===== src/recent_region_table_bounding_box_unit_assert.svh =====
// Assertion macros for the recent region table RTL.
// Each macro expects clk and arst_n in scope.
`ifndef RECENT_REGION_TABLE_BOUNDING_BOX_UNIT_ASSERT_SVH
`define RECENT_REGION_TABLE_BOUNDING_BOX_UNIT_ASSERT_SVH

// Same-cycle implication, checked outside reset.
`define RRTB_ASSERT_NOW(label, ante, cons, msg) \
	label: assert property (@(posedge clk) disable iff (!arst_n) (ante) |-> (cons)) \
		else $error(msg);

// Next-cycle implication, checked outside reset.
`define RRTB_ASSERT_NEXT(label, ante, cons, msg) \
	label: assert property (@(posedge clk) disable iff (!arst_n) (ante) |=> (cons)) \
		else $error(msg);

`endif


===== src/rrtb_pkg.sv =====
`timescale 1ns / 1ps
`default_nettype none

package rrtb_pkg;

	// Fixed field widths
	localparam int ID_W   = 32;
	localparam int WIN_W  = 8;
	localparam int SLOT_W = 4;

	// Parameter defaults
	localparam int DEF_TABLE_ENTRIES = 16;
	localparam int DEF_COORD_BITS    = 16;

	// Window register value after reset
	localparam logic [WIN_W-1:0] WIN_RESET = 8'd4;

	// Item kinds carried on tuser
	localparam logic OP_ADD   = 1'b0;
	localparam logic OP_QUERY = 1'b1;

	// Control from the sequencer to the scan accumulator
	typedef struct packed {
		logic clear;
		logic en;
	} rrtb_acc_ctl_t;

endpackage

`default_nettype wire


===== src/recent_region_table_bounding_box_unit.sv =====
`timescale 1ns / 1ps
`default_nettype none
// Recent region table with bounding-box advice.
// Input channel s_*: one beat per item. tuser carries the kind (add or query),
// tdata carries the frame id and the four rectangle coordinates.
// Output channel m_*: exactly one beat per input item, in order. An add returns
// hit and the slot refreshed or replaced; a query returns the bounding box of
// recent entries, right/bottom floored at 0, or the last box with box_fresh=0.
// cfg_wr_en/cfg_wr_data write the recent window; write only while idle.
// Flow: one item at a time. The table sits in a single-port-read RAM and is
// scanned one entry per cycle; an add writes back in the cycle its result
// loads. The next item can be taken in the cycle after the result loads; no
// new item is accepted while one is still in the scan.
// s_tready is high whenever the sequencer is idle, even while a result waits
// in the output register. If m_tready stays low, the next item scans and then
// holds until the output register frees up.
// Reset: table entries read as zero through per-entry valid bits (no clearing
// pass), the previous box is all minus one, the window is 4.
`include "recent_region_table_bounding_box_unit_assert.svh"

module recent_region_table_bounding_box_unit #(
	parameter int TABLE_ENTRIES = rrtb_pkg::DEF_TABLE_ENTRIES,
	parameter int COORD_BITS    = rrtb_pkg::DEF_COORD_BITS
) (
	input  wire logic                                               clk,
	input  wire logic                                               arst_n,
	// config: recent window
	input  wire logic                                               cfg_wr_en,
	input  wire logic [rrtb_pkg::WIN_W-1:0]                         cfg_wr_data,
	// input items
	input  wire logic                                               s_tvalid,
	output logic                                                    s_tready,
	// tdata: frame_id, region_left, region_top, region_right, region_bottom
	input  wire logic [((rrtb_pkg::ID_W+4*COORD_BITS+7)/8)*8-1:0]   s_tdata,
	// tuser: op
	input  wire logic                                               s_tuser,
	// results
	output logic                                                    m_tvalid,
	input  wire logic                                               m_tready,
	// tdata: hit, slot, adv_left, adv_top, adv_right, adv_bottom, box_fresh
	output logic      [((rrtb_pkg::SLOT_W+2+4*COORD_BITS+7)/8)*8-1:0] m_tdata
);
	import rrtb_pkg::*;

	localparam int IDX_W  = $clog2(TABLE_ENTRIES);
	localparam int CNT_W  = $clog2(TABLE_ENTRIES + 1);
	localparam int CB     = COORD_BITS;
	localparam int BOX_W  = 4 * CB;
	localparam int ENT_W  = BOX_W + ID_W;
	localparam int OUT_W  = SLOT_W + 2 + BOX_W;
	localparam int OUT_TW = ((OUT_W + 7) / 8) * 8;

	typedef enum logic [1:0] {
		ST_IDLE,
		ST_SCAN,
		ST_FINISH
	} state_t;

	state_t              state_q;
	logic [CNT_W-1:0]    cnt_q;
	logic                rd_vld_s1;
	logic                ent_vld_s1;
	logic [IDX_W-1:0]    rd_idx_s1;
	logic [TABLE_ENTRIES-1:0] valid_q;
	logic [WIN_W-1:0]    win_q;
	logic [BOX_W-1:0]    prev_box_q;
	logic                m_tvalid_q;
	logic [OUT_TW-1:0]   m_tdata_q;

	logic                op_q;
	logic [ID_W-1:0]     fid_q;
	logic [BOX_W-1:0]    key_q;

	logic                s_accept;
	logic                rd_en;
	logic                out_free;
	logic                out_load;
	logic [IDX_W-1:0]    rd_addr;
	logic [ENT_W-1:0]    ram_rdata;
	logic [ENT_W-1:0]    ent;
	logic                ram_we;
	logic [IDX_W-1:0]    ram_waddr;
	logic [ENT_W-1:0]    ram_wdata;

	rrtb_acc_ctl_t       acc_ctl;
	logic                match;
	logic [IDX_W-1:0]    match_idx;
	logic [IDX_W-1:0]    min_idx;
	logic                found;
	logic [BOX_W-1:0]    acc_box;

	logic [IDX_W-1:0]        res_idx;
	logic [IDX_W+SLOT_W-1:0] res_idx_ext;
	logic [SLOT_W-1:0]       res_slot;
	logic                    res_hit;
	logic [BOX_W-1:0]        res_box;
	logic                    res_fresh;
	logic [OUT_TW-1:0]       res_data;

	// Handshake
	assign s_tready = (state_q == ST_IDLE);
	assign s_accept = s_tvalid && s_tready;
	assign m_tvalid = m_tvalid_q;
	assign m_tdata  = m_tdata_q;
	assign out_free = !m_tvalid_q || m_tready;
	assign out_load = (state_q == ST_FINISH) && out_free;

	// Table read sweep, one entry per cycle
	assign rd_en   = (state_q == ST_SCAN) && (cnt_q != CNT_W'(TABLE_ENTRIES));
	assign rd_addr = cnt_q[IDX_W-1:0];
	assign ent     = ent_vld_s1 ? ram_rdata : '0;

	// Write back on an add: refresh the hit or replace the least recent
	assign res_idx   = match ? match_idx : min_idx;
	assign ram_we    = out_load && (op_q == OP_ADD);
	assign ram_waddr = res_idx;
	assign ram_wdata = {fid_q, key_q};

	rrtb_ram #(
		.WIDTH(ENT_W),
		.DEPTH(TABLE_ENTRIES)
	) u_table (
		.clk  (clk),
		.we   (ram_we),
		.waddr(ram_waddr),
		.wdata(ram_wdata),
		.re   (rd_en),
		.raddr(rd_addr),
		.rdata(ram_rdata)
	);

	assign acc_ctl.clear = s_accept;
	assign acc_ctl.en    = rd_vld_s1;

	rrtb_acc #(
		.TABLE_ENTRIES(TABLE_ENTRIES),
		.COORD_BITS   (COORD_BITS)
	) u_acc (
		.clk        (clk),
		.arst_n     (arst_n),
		.ctl        (acc_ctl),
		.idx        (rd_idx_s1),
		.ent        (ent),
		.key        (key_q),
		.win        (win_q),
		.fid        (fid_q),
		.match_q    (match),
		.match_idx_q(match_idx),
		.min_idx_q  (min_idx),
		.found_q    (found),
		.box_q      (acc_box)
	);

	// Build the result beat
	assign res_idx_ext = {{SLOT_W{1'b0}}, res_idx};
	always_comb begin
		res_hit   = 1'b0;
		res_slot  = '0;
		res_box   = '0;
		res_fresh = 1'b0;
		if (op_q == OP_ADD) begin
			res_hit  = match;
			res_slot = res_idx_ext[SLOT_W-1:0];
		end else begin
			res_box   = found ? acc_box : prev_box_q;
			res_fresh = found;
		end
		res_data = OUT_TW'({res_fresh, res_box, res_slot, res_hit});
	end

	// Window register
	always_ff @(posedge clk or negedge arst_n) begin
		if (!arst_n) begin
			win_q <= WIN_RESET;
		end else if (cfg_wr_en) begin
			win_q <= cfg_wr_data;
		end
	end

	// Entry valid bits: unwritten entries read as zero
	always_ff @(posedge clk or negedge arst_n) begin
		if (!arst_n) begin
			valid_q <= '0;
		end else if (ram_we) begin
			valid_q[ram_waddr] <= 1'b1;
		end
	end

	// Latch the item and align read-side tags with the RAM data
	always_ff @(posedge clk) begin
		if (s_accept) begin
			op_q  <= s_tuser;
			fid_q <= s_tdata[ID_W-1:0];
			key_q <= s_tdata[ID_W +: BOX_W];
		end
		rd_idx_s1  <= rd_addr;
		ent_vld_s1 <= valid_q[rd_addr];
	end

	// Sequencer, previous box and output register
	always_ff @(posedge clk or negedge arst_n) begin
		if (!arst_n) begin
			state_q    <= ST_IDLE;
			cnt_q      <= '0;
			rd_vld_s1  <= 1'b0;
			prev_box_q <= '1;
			m_tvalid_q <= 1'b0;
			m_tdata_q  <= '0;
		end else begin
			rd_vld_s1 <= rd_en;
			if (out_load) begin
				m_tvalid_q <= 1'b1;
			end else if (m_tvalid_q && m_tready) begin
				m_tvalid_q <= 1'b0;
			end
			case (state_q)
				ST_IDLE: begin
					if (s_accept) begin
						cnt_q   <= '0;
						state_q <= ST_SCAN;
					end
				end
				ST_SCAN: begin
					if (rd_en) begin
						cnt_q <= cnt_q + CNT_W'(1);
					end else if (!rd_vld_s1) begin
						state_q <= ST_FINISH;
					end
				end
				ST_FINISH: begin
					if (out_free) begin
						m_tdata_q  <= res_data;
						if ((op_q == OP_QUERY) && found) begin
							prev_box_q <= acc_box;
						end
						state_q <= ST_IDLE;
					end
				end
				default: begin
					state_q <= ST_IDLE;
				end
			endcase
		end
	end

	// Checks
	`RRTB_ASSERT_NEXT(a_accept_starts_scan, s_accept,
		(state_q == ST_SCAN) && (cnt_q == '0), "accepted item did not start a scan")
	`RRTB_ASSERT_NOW(a_write_only_add, ram_we,
		(state_q == ST_FINISH) && (op_q == OP_ADD), "table write outside add write-back")
	`RRTB_ASSERT_NOW(a_finish_after_drain, state_q == ST_FINISH,
		!rd_vld_s1 && !rd_en, "result formed before the scan drained")
	`RRTB_ASSERT_NOW(a_no_overwrite, out_load,
		!m_tvalid_q || m_tready, "result overwrote a pending beat")

endmodule

`default_nettype wire


===== src/rrtb_ram.sv =====
`timescale 1ns / 1ps
`default_nettype none

module rrtb_ram #(
	parameter int WIDTH = 96,
	parameter int DEPTH = 16
) (
	input  wire logic                     clk,
	input  wire logic                     we,
	input  wire logic [$clog2(DEPTH)-1:0] waddr,
	input  wire logic [WIDTH-1:0]         wdata,
	input  wire logic                     re,
	input  wire logic [$clog2(DEPTH)-1:0] raddr,
	output logic      [WIDTH-1:0]         rdata
);

	logic [WIDTH-1:0] mem [DEPTH];

	// Write port
	always_ff @(posedge clk) begin
		if (we) begin
			mem[waddr] <= wdata;
		end
	end

	// Registered read port
	always_ff @(posedge clk) begin
		if (re) begin
			rdata <= mem[raddr];
		end
	end

endmodule

`default_nettype wire


===== src/rrtb_acc.sv =====
`timescale 1ns / 1ps
`default_nettype none

module rrtb_acc #(
	parameter int TABLE_ENTRIES = rrtb_pkg::DEF_TABLE_ENTRIES,
	parameter int COORD_BITS    = rrtb_pkg::DEF_COORD_BITS
) (
	input  wire logic                                         clk,
	input  wire logic                                         arst_n,
	input  wire rrtb_pkg::rrtb_acc_ctl_t                      ctl,
	input  wire logic [$clog2(TABLE_ENTRIES)-1:0]             idx,
	input  wire logic [4*COORD_BITS+rrtb_pkg::ID_W-1:0]       ent,
	input  wire logic [4*COORD_BITS-1:0]                      key,
	input  wire logic [rrtb_pkg::WIN_W-1:0]                   win,
	input  wire logic [rrtb_pkg::ID_W-1:0]                    fid,
	output logic                                              match_q,
	output logic      [$clog2(TABLE_ENTRIES)-1:0]             match_idx_q,
	output logic      [$clog2(TABLE_ENTRIES)-1:0]             min_idx_q,
	output logic                                              found_q,
	output logic      [4*COORD_BITS-1:0]                      box_q
);
	import rrtb_pkg::*;

	localparam int CB    = COORD_BITS;

	logic signed [CB-1:0] e_l, e_t, e_r, e_b;
	logic signed [CB-1:0] b_l, b_t, b_r, b_b;
	logic [ID_W-1:0]      e_id;
	logic [ID_W-1:0]      min_id_q;
	logic [ID_W:0]        age_sum;
	logic                 is_match, is_recent, take_min;

	// Unpack the entry and the running box
	assign e_l  = $signed(ent[0*CB +: CB]);
	assign e_t  = $signed(ent[1*CB +: CB]);
	assign e_r  = $signed(ent[2*CB +: CB]);
	assign e_b  = $signed(ent[3*CB +: CB]);
	assign e_id = ent[4*CB +: ID_W];
	assign b_l  = $signed(box_q[0*CB +: CB]);
	assign b_t  = $signed(box_q[1*CB +: CB]);
	assign b_r  = $signed(box_q[2*CB +: CB]);
	assign b_b  = $signed(box_q[3*CB +: CB]);

	// Compare against the item: exact match, recency, least id
	assign is_match  = (ent[4*CB-1:0] == key);
	assign age_sum   = {1'b0, e_id} + {{(ID_W+1-WIN_W){1'b0}}, win};
	assign is_recent = (age_sum > {1'b0, fid});
	assign take_min  = (idx == '0) || (e_id < min_id_q);

	// Control flags of the scan
	always_ff @(posedge clk or negedge arst_n) begin
		if (!arst_n) begin
			match_q <= 1'b0;
			found_q <= 1'b0;
		end else if (ctl.clear) begin
			match_q <= 1'b0;
			found_q <= 1'b0;
		end else if (ctl.en) begin
			if (is_match) begin
				match_q <= 1'b1;
			end
			if (is_recent) begin
				found_q <= 1'b1;
			end
		end
	end

	// Accumulate first match, least id and the recent box
	always_ff @(posedge clk) begin
		if (ctl.clear) begin
			box_q[2*CB +: CB] <= '0;
			box_q[3*CB +: CB] <= '0;
		end else if (ctl.en) begin
			if (is_match && !match_q) begin
				match_idx_q <= idx;
			end
			if (take_min) begin
				min_id_q  <= e_id;
				min_idx_q <= idx;
			end
			if (is_recent) begin
				if (!found_q || (e_l < b_l)) begin
					box_q[0*CB +: CB] <= e_l;
				end
				if (!found_q || (e_t < b_t)) begin
					box_q[1*CB +: CB] <= e_t;
				end
				if (e_r > b_r) begin
					box_q[2*CB +: CB] <= e_r;
				end
				if (e_b > b_b) begin
					box_q[3*CB +: CB] <= e_b;
				end
			end
		end
	end

endmodule

`default_nettype wire


===== config.mk =====
export PLATFORM = sky130hd
export DESIGN_NAME = recent_region_table_bounding_box_unit
export DESIGN_NICKNAME = d
export VERILOG_FILES = /design/src/rrtb_pkg.sv /design/src/recent_region_table_bounding_box_unit.sv /design/src/rrtb_ram.sv /design/src/rrtb_acc.sv
export VERILOG_INCLUDE_DIRS = /design/src /design/src/src
export SDC_FILE = /design/constraint.sdc
export NUM_CORES = 2
export LEC_CHECK = 0
export BUFFER_PORTS_ARGS = -buffer_cell sky130_fd_sc_hd__buf_2
export CAP_MARGIN = 20
export CORE_UTILIZATION = 62
export CTS_BUF_LIST = sky130_fd_sc_hd__clkbuf_16
export DETAILED_ROUTE_END_ITERATION = 16
export PLACE_DENSITY = 0.89
export SETUP_SLACK_MARGIN = 0.1
export SYNTH_ARGS = -nofsm -noshare
export SYNTH_HDL_FRONTEND = slang
export SYNTH_SLANG_ARGS = --single-unit

===== constraint.sdc =====
create_clock -name clk -period 7.75 [get_ports clk]
set_clock_uncertainty 0.15 [all_clocks]
set_input_delay 0 -clock clk [delete_from_list [all_inputs] [get_ports clk]]
set_output_delay 0 -clock clk [all_outputs]
set_load 0.02 [all_outputs]

==> impl_metrics.py <==
metrics = {
    "setup_path": {
        "slowest_delay_ns": 0.62,
        "cp_max_fo": 34,
        "arrival_ns": 6.41,
        "worstPathRequired_ns": 8.14,
        "slowest_stage": "or4_1",
        "crit_type": "reg -> reg",
        "startpoint_type": "flip-flop",
        "path_cells": "and2_1, ha_1, nor2_1, o221ai_1, a31oi_1, o21a_1, or4_1, xnor2_1, ha_1, nand4_1, nor4bb_1, a21oi_1, o21ai_0, o211ai_1, and3_1, a311oi_2, buf_4",
        "crit_top_cell": "ha_1",
        "end_kind": "flip-flop",
    },
    "logic_synthesis": {
        "synth-edff-count": 1801,
        "ys.flop_type": "edfxtp_1",
        "yosysWarnings": 0,
        "synth_area_um2": 80350,
        "ys_types": 77,
        "ys_seq_area_frac": 0.7359,
        "ys_ff_latch": 2007,
        "async_flop_share": 0.08421,
        "postSynthCellCount": 4066,
        "avgSynthCellArea_um2": 19.76,
    },
    "power": {
        "power_density_nw_per_um2": 308.7,
        "ir_drop_v": 0.0004210,
        "p_leak_nw": 31.30,
    },
    "grt": {
        "grt-ovfl-total": 0,
        "grt_usage": 0.3331,
        "antenna_found_initial": 6,
        "grt.met2_usage": 0.5428,
        "grt_max_degree": 149,
        "grt_pass1_wl_mm": 309.4,
        "grt_pass1_vias": 45670,
        "grtUsageMet3": 0.08362,
        "grt_busiest_layer": "met2",
        "use_met1": 0.4216,
    },
    "hold_path": {
        "min_path_type": "in -> reg",
    },
    "clock_network": {
        "clockBufferDepth": 3,
        "cts_setup_buffers": 0,
        "numCtsBuffers": 190,
        "clk_pin_slew_ns": 0.07,
        "cts.sink_count": 2007,
        "clk_latency_ns": 0.85,
        "htreeDepth": 4,
        "cts_tree": "built",
        "cts_hold_buf": 226,
        "cts_resized": 0,
        "cts_root_buf": "clkbuf_16",
    },
    "sta": {
        "tns_ns": 0,
        "fmax_mhz": 166.1,
        "layout_min_cycle_time_ns": 6.020,
        "timing.final.ws_setup_ns": 1.730,
        "min_period_over_period": 0.7768,
        "rsz0062_at_grt": "no",
        "tightest_slew_ns": 1.307,
        "final_max_slew_viol_count": 0,
        "finalHoldViolCount": 0,
        "finalSetupViolations": 0,
        "relSlewSlack": 0.1290,
    },
    "floorplanning": {
        "io_pins": 184,
        "die_h_um": 362.0,
        "die_w_um": 362.0,
        "fp-row-count": 131,
        "core_um2": 128000,
        "start_util": 0.6277,
        "dieArea_um2": 131000,
    },
    "detailed_routing": {
        "drc_errors": 0,
        "firstDrtPassIters": 6,
        "wl_per_cell_um": 33.50,
        "num_vias": 44491,
        "drt-total-wl_mm": 216.1,
        "drtIter0Drc": 6544,
        "ant_nets": 0,
        "viasPerCell": 6.896,
    },
    "placed_design": {
        "io_buffers": 181,
        "dp_hpwl_mm": 111.4,
        "place_ws_ns": 1.828,
        "gp_congestion": 0.9061,
    },
    "finish": {
        "drive_gt1_frac": 0.2579,
        "layout_commonest_cell": "edfxtp_1",
        "final_cell_mix": "edfxtp_1, mux4_2, dlygate4sd3_1",
        "fin_nets": 4793,
        "utilization": 0.7190,
        "area_growth_pct": 14.54,
    },
    "job": {
        "maxCapViolations": 0,
    },
    "status": {
        "status": "finished clean",
    },
}
==> stage by stage <==
step	cell area, um2	power, mW	cells	hold WS (ns)
finish	92040	28.41	6452	0.05031
global route	92030	29.10	6448	0.02594
CTS	91970	28.38	6445	0.008298
detailed placement	83490	18.93	5861	0.02103
global placement	83460	18.74	5860	0.008416
floorplan	80360	17.20	4067	-0.4456
==> cells in the mapped netlist, types with 4 or more instances <==
library cell | number | area (um2)
nor4_1 | 7 | 43.79
a21oi_1 | 46 | 230.2
and2_1 | 80 | 500.5
ha_1 | 130 | 1627
a22oi_1 | 21 | 157.7
mux2_2 | 74 | 833.3
nor4bb_1 | 4 | 40.04
nor2_1 | 153 | 574.3
nand3b_1 | 22 | 165.2
a2111oi_0 | 6 | 52.55
xnor2_1 | 31 | 271.5
nor3_1 | 17 | 85.08
or2_2 | 16 | 100.1
dfrtp_1 | 104 | 2603
a211oi_1 | 4 | 30.03
o22ai_1 | 21 | 131.4
or4_1 | 6 | 45.04
xor2_1 | 32 | 280.3
nand2_1 | 148 | 555.5
mux4_2 | 485 | 10920
o211ai_1 | 9 | 67.56
nand3_1 | 29 | 145.1
nand2b_1 | 12 | 75.07
edfxtp_1 | 1801 | 54080
a31oi_1 | 8 | 50.05
inv_1 | 164 | 615.6
o21ai_0 | 57 | 285.3
and3_1 | 7 | 43.79
a21o_1 | 17 | 127.6
nand4_1 | 26 | 162.7
clkbuf_1 | 139 | 521.8
mux2i_1 | 99 | 991.0
a22o_1 | 64 | 560.5
nor2b_1 | 15 | 93.84
o31ai_1 | 9 | 67.56
buf_1 | 35 | 131.4
dfxtp_1 | 37 | 740.7
dfstp_2 | 65 | 1708
==> power by group <==
part | total (mW) | switching (mW) | internal, mW
clock | 9.33 | 4.19 | 5.14
combinational | 5.96 | 2.92 | 3.04
sequential | 13.1 | 0.764 | 12.4
total | 28.4 | 7.88 | 20.5
==> flip-flops by register name, indices dropped and copies added (netlist names), 2 cells and up <==
| register | flops |
|---|---|
| u_acc.min_id_q | 32 |
| u_table.rdata | 96 |
| state_q | 2 |
| rd_idx_s1 | 4 |
| m_tdata | 70 |
| u_acc.min_idx_q | 4 |
| fid_q | 32 |
| u_table.mem | 1536 |
| cnt_q | 5 |
| prev_box_q | 64 |
| win_q | 8 |
| key_q | 64 |
| valid_q | 16 |
| u_acc.match_idx_q | 4 |
| u_acc.box_q | 64 |
==> critical path, delay by kind of cell (launching register included) <==
kind	cells	cell delay, ns
and+or+nand+nor	6	1.98
AOI/OAI and AO/OA	7	1.96
adders and majority gates	2	0.58
DFF	1	0.57
buffers and inverters	1	0.31
xor gates and xnor gates	1	0.15
==> path summary, 6_finish.rpt <==
check	startpoint	end	slack, ns	depth (start not counted)
hold / removal	s_tvalid	cnt_q[1]	0.05	4
max in group asynchronous	arst_n	m_tdata[48]	6.17	4
setup reg to reg	ent_vld_s1	u_acc.box_q[15]	1.73	17
hold reg to reg	valid_q[3]	valid_q[3]	0.32	1
setup / recovery	ent_vld_s1	u_acc.box_q[15]	1.73	17
min in group asynchronous	arst_n	prev_box_q[24]	0.29	3
==> area by class of cell <==
class / count / area [um2]
antenna: 5 / 12.51
fill: 6922 / 35970
timing repair buffer: 478 / 3847
clock buffer: 190 / 4755
clock inverter: 168 / 1454
multi-input combinational: 1711 / 20030
sequential: 2007 / 59160
tap: 1729 / 2163
inverter: 164 / 620.6
==> layer usage <==
| layer | share of wire | vias up | routed length, um |
|---|---|---|---|
| met1 | 0.34 | 22650 | 73420 |
| li1 | - | 17360 | - |
| met2 | 0.49 | 3703 | 105900 |
| met4 | 0.051 | 6 | 11080 |
| met3 | 0.12 | 772 | 25720 |
| met5 | 0.00016 | - | 34 |
==> cell families after synthesis <==
family          after synthesis  synth area share
compound gates              303           0.02691
xor+xnor                     63          0.006867
fa+ha+maj                   131           0.02049
buf+inv                     349           0.01693
flops                      2007            0.7359
mux                         658            0.1586
other cells                   1        0.00004667
simple gates                554           0.03423
Power figures use the tool's default switching activity.
